==> src/hw/rtl/wfk_pkg.sv <==
package wfk_pkg;

   // cordic configuration
   localparam int CORDIC_STEPS = 16;
   localparam int ATAN_ENTRIES = 24;
   localparam int NSTEP = (CORDIC_STEPS < ATAN_ENTRIES) ? CORDIC_STEPS : ATAN_ENTRIES;
   localparam int CW = 34;          // x/y datapath width, q30 plus headroom
   localparam int ZW = 34;          // angle width, units of pi/2^29
   localparam logic signed [CW-1:0] INV_GAIN_Q30 = 34'sd652032874;
   localparam logic signed [17:0] ROT_MAX = 18'sd65536;
   localparam logic signed [17:0] ROT_MIN = -18'sd65536;
   localparam logic signed [23:0] POS_MAX = 24'sd8388607;
   localparam logic signed [23:0] POS_MIN = -24'sd8388608;

   // register indexes
   localparam logic [2:0] REG_MOUNT_X = 3'd0;
   localparam logic [2:0] REG_MOUNT_Y = 3'd1;
   localparam logic [2:0] REG_MOUNT_Z = 3'd2;
   localparam logic [2:0] REG_WRIST = 3'd3;
   localparam logic [2:0] REG_TIP = 3'd4;

   // atan(2^-i) in units of pi/2^29
   function automatic logic signed [ZW-1:0] atan_val(input int i);
      logic signed [ZW-1:0] v;
      begin
         v = '0;
         case (i)
            0: v = 34'sd134217728;  1: v = 34'sd79233351;  2: v = 34'sd41864727;
            3: v = 34'sd21251189;   4: v = 34'sd10666833;  5: v = 34'sd5338616;
            6: v = 34'sd2669960;    7: v = 34'sd1335061;   8: v = 34'sd667541;
            9: v = 34'sd333772;    10: v = 34'sd166886;   11: v = 34'sd83443;
            12: v = 34'sd41722;    13: v = 34'sd20861;    14: v = 34'sd10430;
            15: v = 34'sd5215;     16: v = 34'sd2608;     17: v = 34'sd1304;
            18: v = 34'sd652;      19: v = 34'sd326;      20: v = 34'sd163;
            21: v = 34'sd81;       22: v = 34'sd41;       default: v = 34'sd20;
         endcase
         return v;
      end
   endfunction

   // clamp a wide value into the rotation range
   function automatic logic signed [17:0] clamp_rot(input logic signed [47:0] v);
      begin
         if (v > 48'sd65536) return ROT_MAX;
         else if (v < -48'sd65536) return ROT_MIN;
         else return v[17:0];
      end
   endfunction

   // per-angle cordic lane state
   typedef struct packed {
      logic signed [CW-1:0] x;
      logic signed [CW-1:0] y;
      logic signed [ZW-1:0] z;
      logic neg;
   } lane_type;

   typedef struct packed {
      logic signed [17:0] c1;
      logic signed [17:0] s1;
      logic signed [17:0] c2;
      logic signed [17:0] s2;
   } trig_type;

endpackage

==> src/hw/rtl/wfk_cordic_stage.sv <==
module wfk_cordic_stage (
   input  logic                clock,
   input  logic                enable,
   input  logic [4:0]          step,
   input  wfk_pkg::lane_type   lane_a_in,
   input  wfk_pkg::lane_type   lane_b_in,
   output wfk_pkg::lane_type   lane_a_ff,
   output wfk_pkg::lane_type   lane_b_ff
);

   wfk_pkg::lane_type lane_a_in2, lane_b_in2;

   // one micro-rotation of a single lane, used for both angles
   function automatic wfk_pkg::lane_type rot(input wfk_pkg::lane_type l, input logic [4:0] i);
      wfk_pkg::lane_type r;
      logic signed [wfk_pkg::CW-1:0] xs, ys;
      begin
         r = l;
         xs = l.x >>> i;
         ys = l.y >>> i;
         if (!l.z[wfk_pkg::ZW-1]) begin
            r.x = l.x - ys;
            r.y = l.y + xs;
            r.z = l.z - wfk_pkg::atan_val(int'(i));
         end else begin
            r.x = l.x + ys;
            r.y = l.y - xs;
            r.z = l.z + wfk_pkg::atan_val(int'(i));
         end
         return r;
      end
   endfunction

   assign lane_a_in2 = rot(lane_a_in, step);
   assign lane_b_in2 = rot(lane_b_in, step);

   always_ff @(posedge clock) begin
      if (enable) begin
         lane_a_ff <= lane_a_in2;
         lane_b_ff <= lane_b_in2;
      end
   end

endmodule

==> config.mk <==
export PLATFORM = sky130hd
export DESIGN_NAME = wfk_cordic_stage
export DESIGN_NICKNAME = d
export VERILOG_FILES = /design/src/hw/rtl/wfk_pkg.sv /design/src/hw/rtl/wfk_cordic_stage.sv
export SDC_FILE = /design/constraint.sdc
export NUM_CORES = 1
export LEC_CHECK = 0
export BUFFER_PORTS_ARGS = -buffer_cell sky130_fd_sc_hd__buf_2
export CAP_MARGIN = 20
export CELL_PAD_IN_SITES_DETAIL_PLACEMENT = 0
export CELL_PAD_IN_SITES_GLOBAL_PLACEMENT = 1
export CORE_ASPECT_RATIO = 1.25
export CORE_UTILIZATION = 40
export CTS_BUF_LIST = sky130_fd_sc_hd__clkbuf_4
export DETAILED_ROUTE_END_ITERATION = 8
export HOLD_SLACK_MARGIN = 0.06
export PLACE_DENSITY_LB_ADDON = 0.25
export SYNTH_ARGS = -nofsm -noshare
export SYNTH_HDL_FRONTEND = slang
export SYNTH_MEMORY_MAX_BITS = 65536
export SYNTH_SLANG_ARGS = --single-unit
==> constraint.sdc <==
create_clock -name clock -period 19.9 [get_ports clock]
set_input_delay 2.985 -clock clock [delete_from_list [all_inputs] [get_ports clock]]
set_output_delay 2.985 -clock clock [all_outputs]
set_load 0.05 [all_outputs]
==> results.py, run 1 <==
metrics = {
    "outcome": {
        "status": "completed",
    },
    "clocking": {
        "clockBufferDepth": 3,
        "root_buffer": "clkbuf_4",
        "cts_tree": "yes",
        "cts_setup_buffers": 0,
        "cts_hold_buf": 0,
        "clock-sinks": 206,
        "htreeDepth": 2,
        "cts_made_buffers": 55,
        "cts_resized": 0,
        "cts.clk_slew.worst_paths_ns": 0.07,
    },
    "timing": {
        "period_minus_slack_ns": 9.93,
        "setup_ws_ns": 9.97,
        "setup_viol": 0,
        "max_freq_mhz": 101,
        "hold_viol": 0,
        "rsz0062_at_grt": "false",
        "maxSlewHeadroom_pct": 23.9,
        "min_period_over_period_pct": 49.9,
        "holdWs_ns": 2.32,
        "tns_ns": 0,
        "worst_pin_slew_ns": 1.14,
        "finalMaxSlewViolations": 0,
    },
    "power": {
        "p_switching_mw": 1.39,
        "swShare_pct": 50.3,
        "p_total_mw": 2.77,
        "combPwrFrac_pct": 62.1,
        "ir_drop_uv": 73.8,
        "powerDensity_mw_per_mm2": 83.4,
        "clkPwrFrac_pct": 13.3,
        "p_int_mw": 1.38,
        "seq_power_share_pct": 24.6,
        "leakage_nw": 13.6,
    },
    "floorplan": {
        "initial_core_util_pct": 40.6,
        "fp.dieW_um": 247,
        "core_area_mm2": 0.0736,
        "io_pins": 419,
        "die_y_um": 308,
        "row_count": 111,
        "die-area_mm2": 0.0758,
    },
    "worst_setup_path": {
        "cp_cell_sequence": "buf_8 -> buf_4 -> mux4_2 -> and2_1 -> a311oi_1 -> o32ai_1 -> or2_2 -> nor4_4 -> a21oi_1 -> xnor2_1 -> ha_1 -> a211oi_1 -> nand2_1 -> or3_1 -> a221o_1 -> o41ai_1 -> o31ai_1 -> o41ai_1 -> xnor2_1",
        "worst_setup_path_end_kind": "flop",
        "cp-start-kind": "input port",
        "crit_fanout": 97,
        "crit_type": "in -> reg",
        "max_stage_delay_ns": 0.86,
        "cp_data_arrival_time_ns": 10.51,
        "critPathSlowestCell": "a311oi_1",
        "critPathRequiredTime_ns": 20.49,
    },
    "grt": {
        "grt_pass1_vias": 27900,
        "antenna_found_initial": 5,
        "grt_max_degree": 123,
        "grt_pass1_wl_um": 179000,
        "grt_usage_pct": 31.5,
        "grt_overflow": 0,
    },
    "layout": {
        "syn2layout_area_growth_pct": 11.1,
        "finalNonFillerCells": 4578,
        "nNetsFinal": 4005,
        "drive_gt1_share_pct": 23.9,
    },
    "route": {
        "via_per_inst": 6.29,
        "wl_per_cell_um": 26.7,
        "vias": 28800,
        "drtIter0Drc": 2889,
        "drc": 0,
        "firstDrtPassIters": 8,
        "wl_um": 122000,
        "antenna_left": 0,
    },
    "logic_synthesis": {
        "yosys-top-cells-count": "a21oi_1, nor2_1, nand2_1",
        "synth_top_area_share_pct": 20.7,
        "synth_area_leader_cell": "edfxtp_1",
        "syn_avg_cell_area_um2": 9.20,
        "synth_warnings": 0,
        "synth_edf_count": 206,
        "syn_nets": 3679,
        "synth-async-reset-ratio_pct": 0,
        "yosysMostFrequentCell": "a21oi_1",
        "synthFlopType": "edfxtp_1",
        "synth_cells": 3250,
        "yosys_register_bits": 206,
        "synth_area_leaders": "edfxtp_1, mux4_2, ha_1",
        "seq_area_frac_synth_pct": 20.7,
        "synth_area_mm2": 0.0299,
        "post_synth_num_cell_types": 106,
    },
    "hold_path": {
        "min_path_type": "in -> reg",
    },
    "place": {
        "dp_cells": 4479,
        "portBuffers": 418,
        "dp.final_hpwl_um": 94000,
        "place_congestion": 1.02,
        "pre_cts_ws_ns": 9.34,
    },
    "run": {
        "cap_violations": 0,
    },
}
## metal layers
metal  share of wire (%)  global-route usage, %  vias to the layer above
met4                 6.1                   17.9                        2
met1                  38                   37.6                    13900
li1                    -                      -                    13200
met3                 7.2                   5.39                      350
met2                  48                   53.3                     1338
met5               0.011                      0                        -
## stage by stage
stage	utilization [%]	area [um^2]
floorplan	-	29900
global placement	44.2	32600
detailed placement	44.2	32600
CTS	45.1	33200
global route	45.1	33200
finish	45.1	33200
## final timing paths
kind / start / end / slack, ns / cells past startpoint
worst max-delay path: step[0] / lane_a_ff[67]$_DFFE_PP_ / 9.97 / 19
worst min-delay path: lane_a_in[0] / lane_a_ff[0]$_DFFE_PP_ / 2.32 / 1
## power by group through the flow
stage | registers (mW) | clock network, mW | logic, mW
floorplan | 1.09 | 0 | 0.857
global placement | 0.691 | 0 | 1.70
detailed placement | 0.690 | 0 | 1.70
CTS | 0.683 | 0.387 | 1.71
global route | 0.691 | 0.406 | 1.83
finish | 0.681 | 0.369 | 1.72
## cells by family (layout without fill, tap and decap cells)
kind of cell    count (synthesis)  count (layout)  share of synthesized area, %
flops                         206             206                          20.7
fa+ha+maj                     216             216                          9.19
simple gates                  889             889                          14.5
other cells                     0               5                             0
buf+inv                       275             638                          4.39
mux                           382             382                          20.7
xor+xnor                      315             315                          9.23
compound gates                967             967                          21.3
## cell type report
cell class / count / area (um^2)
Tap cell: 960 / 1200
Clock inverter: 19 / 85.1
Sequential cell: 206 / 6190
Multi-Input combinational cell: 2769 / 22400
Timing Repair Buffer: 453 / 2410
Clock buffer: 75 / 563
Antenna cell: 5 / 12.5
Fill cell: 7383 / 40400
Inverter: 91 / 342
## cells in the final DEF (no fill, tap or decap), types with 38 or more instances in the layout
cell,synthesis,routed
a211oi_1,38,38
a21o_1,90,90
a21oi_1,272,272
a31oi_1,57,57
buf_2,55,411
clkbuf_4,0,75
edfxtp_1,206,206
ha_1,210,210
inv_1,87,85
mux2_2,78,78
mux2i_1,124,124
mux4_2,180,180
nand2_1,254,254
nand3_1,57,57
nor2_1,261,260
nor2b_1,41,40
nor3_1,65,64
o21a_1,38,38
o21ai_0,160,160
xnor2_1,206,206
xor2_1,109,109
## worst max-delay path, delay by kind of cell
kind | cells | cell delay (ns)
AO/OA/AOI/OAI | 8 | 3.07
XOR/XNOR | 2 | 0.29
adder cells (fa/ha/maj) | 1 | 0.38
buffers and inverters | 2 | 1.40
multiplexers | 1 | 0.61
AND/OR/NAND/NOR | 5 | 1.59
## registers in the layout, summed over array words and instances (netlist names)
name	flops
lane_a_ff	103
lane_b_ff	103
Note: power is estimated with default switching activity, not from simulation.
==> inputs of run 2 (changes only) <==
--- a/config.mk
+++ b/config.mk
@@ -5,6 +5,7 @@
 export SDC_FILE = /design/constraint.sdc
 export NUM_CORES = 1
 export LEC_CHECK = 0
+export ABC_AREA = 1
 export BUFFER_PORTS_ARGS = -buffer_cell sky130_fd_sc_hd__buf_2
 export CAP_MARGIN = 20
 export CELL_PAD_IN_SITES_DETAIL_PLACEMENT = 0
==> constraint.sdc (replaced) <==
create_clock -name clock -period 10 [get_ports clock]
set_input_delay 1.5 -clock clock [delete_from_list [all_inputs] [get_ports clock]]
set_output_delay 1.5 -clock clock [all_outputs]
set_load 0.05 [all_outputs]
==> run 2 against run 1 <==
Against the previous run: first-iteration DRC count is 9.5% lower; count of clock-buffer cells in the layout grew 4; critical path depth rose by 12; non-clock buffer count down 14; sequential power up 100%; largest power group unchanged; cell area shrank 0.60%; core utilization fell by 0.10 points; die area fell by 0.99%; synthesized area shrank 1.0%.
==> results.py, run 2 <==
metrics = {
    "layout": {
        "syn2layout_area_growth_pct": 11.5,
        "n_fill_cell": 8184,
        "layout_commonest_cell": "nand2_1",
        "reg_top3": "lane_a_ff: 103 flops, lane_b_ff: 103 flops",
        "drive_gt1_share_pct": 12.2,
        "mostFrequentLayoutCells": "nand2_1, nand3_1, inv_1, buf_2, nor2_1",
        "seqCellArea_mm2": 0.00619,
        "multiInputGateArea_mm2": 0.0208,
        "nNetsFinal": 5526,
        "finalNonFillerCells": 6113,
    },
    "place": {
        "dp_cells": 5999,
        "place_congestion": 0.975,
        "portBuffers": 418,
        "dp.final_hpwl_um": 97300,
    },
    "timing": {
        "maxSlewHeadroom_pct": 27.3,
        "hold_viol": 0,
        "period_minus_slack_ns": 6.67,
        "worst_pin_slew_ns": 1.09,
        "rsz0062_at_grt": "false",
        "tns_ns": 0,
        "setup_viol": 0,
        "min_period_over_period_pct": 66.7,
        "max_freq_mhz": 150,
        "finalMaxSlewViolations": 0,
    },
    "logic_synthesis": {
        "synth_top_area_share_pct": 20.9,
        "yosysMostFrequentCell": "nand2_1",
        "synth-async-reset-ratio_pct": 0,
        "seq_area_frac_synth_pct": 20.9,
        "syn_nets": 5199,
        "yosys_register_bits": 206,
        "synthFlopType": "edfxtp_1",
        "synth_area_leaders": "edfxtp_1, nand2_1, nand3_1",
        "yosys-top-cells-count": "nand2_1, nand3_1, inv_1",
        "synth_warnings": 0,
        "synth_cells": 4770,
        "post_synth_num_cell_types": 53,
        "syn_avg_cell_area_um2": 6.20,
        "synth_area_mm2": 0.0296,
        "synth_area_leader_cell": "edfxtp_1",
        "synth_edf_count": 206,
    },
    "clocking": {
        "cts_hold_buf": 0,
        "htreeDepth": 2,
        "cts_setup_buffers": 0,
        "cts_tree": "yes",
        "cts_resized": 0,
        "cts_made_buffers": 56,
        "clockBufferDepth": 3,
        "root_buffer": "clkbuf_4",
        "cts.clk_slew.worst_paths_ns": 0.07,
        "clock-sinks": 206,
    },
    "floorplan": {
        "fp.dieW_um": 245,
        "die_y_um": 306,
        "initial_core_util_pct": 40.4,
        "row_count": 111,
        "core_area_mm2": 0.0733,
        "io_pins": 419,
        "die-area_mm2": 0.0751,
    },
    "outcome": {
        "status": "completed",
    },
    "run": {
        "cap_violations": 0,
    },
    "worst_setup_path": {
        "worst_setup_path_end_kind": "flop",
        "critPathRequiredTime_ns": 10.64,
        "crit_buf_inv": 7,
        "cp-start-kind": "input port",
        "critPathSlowestCell": "buf_4",
        "crit_fanout": 85,
        "cp_top_family": "simple AND/OR/NAND/NOR gates",
        "cp_data_arrival_time_ns": 7.31,
        "crit_type": "in -> reg",
        "path_common_cell": "nand3_1",
        "max_stage_delay_ns": 0.57,
    },
    "route": {
        "wl_met3_um": 7050,
        "drc": 0,
        "via_per_inst": 5.45,
        "vias": 33300,
        "drtIter0Drc": 2614,
        "wl_per_cell_um": 19.5,
        "met1Wirelength_um": 50900,
        "firstDrtPassIters": 6,
        "wl_um": 119000,
        "highest_layer": "met5",
        "antenna_left": 0,
        "met2WireLength_um": 56700,
    },
    "power": {
        "powerDensity_mw_per_mm2": 167,
        "leakage_nw": 16.7,
        "ir_drop_uv": 140,
    },
    "grt": {
        "grt_overflow": 0,
        "grt_pass1_vias": 31500,
        "grt_usage_pct": 30.8,
        "grt_max_degree": 89,
        "antenna_found_initial": 4,
        "grt_pass1_wl_um": 180000,
    },
    "hold_path": {
        "min_path_type": "in -> reg",
    },
}
==> run 2: kinds of logic (layout without fill, tap and decap cells) <==
family	Yosys count	count (layout)	synth area share, %
buffers and inverters	628	1000	8.80
AND/OR/NAND/NOR	2779	2779	40.1
flip-flops	206	206	20.9
other	0	11	0
adder cells (fa/ha/maj)	216	216	9.28
XOR/XNOR	292	292	8.64
AO/OA/AOI/OAI	649	649	12.3
==> run 2: cell type report <==
cell class / count / area share (%)
Multi-Input combinational cell: 3936 / 63.0
Sequential cell: 206 / 18.7
Timing Repair Buffer: 439 / 6.91
Inverter: 458 / 5.23
Tap cell: 960 / 3.64
Clock buffer: 79 / 1.80
Clock inverter: 24 / 0.557
Antenna cell: 11 / 0.0834
==> run 2: final timing paths <==
kind                  endpoint  slack [ns]    startpoint  cells past startpoint
min     lane_b_ff[0]$_DFFE_PP_        0.85  lane_b_in[0]                      1
max   lane_a_ff[102]$_DFFE_PP_        3.33       step[0]                     31
==> run 2: layer usage <==
layer | up-vias | global-route usage, %
met5 | - | 0
met4 | 2 | 11.9
met3 | 211 | 3.74
met2 | 1153 | 52.8
met1 | 15400 | 39.1
li1 | 16600 | -
==> run 2: where the power goes <==
group          switching [mW]  internal (mW)  leakage [nW]  total, mW
clock                   0.406          0.443         0.450      0.849
combinational            2.42          0.902          14.3       3.32
sequential             0.0767           1.28          2.02       1.36
==> run 2: stage by stage <==
stage	setup slack [ns]	utilization, %	power (mW)	cell area, um^2	hold slack, ns
floorplan	4.35	-	3.79	29600	1.60
global placement	2.54	43.9	4.67	32200	1.68
CTS	3.42	45.0	5.55	33000	0.768
detailed placement	2.48	43.9	4.67	32200	1.68
finish	3.33	45.0	5.53	33000	0.853
global route	2.70	45.0	5.89	33000	0.791
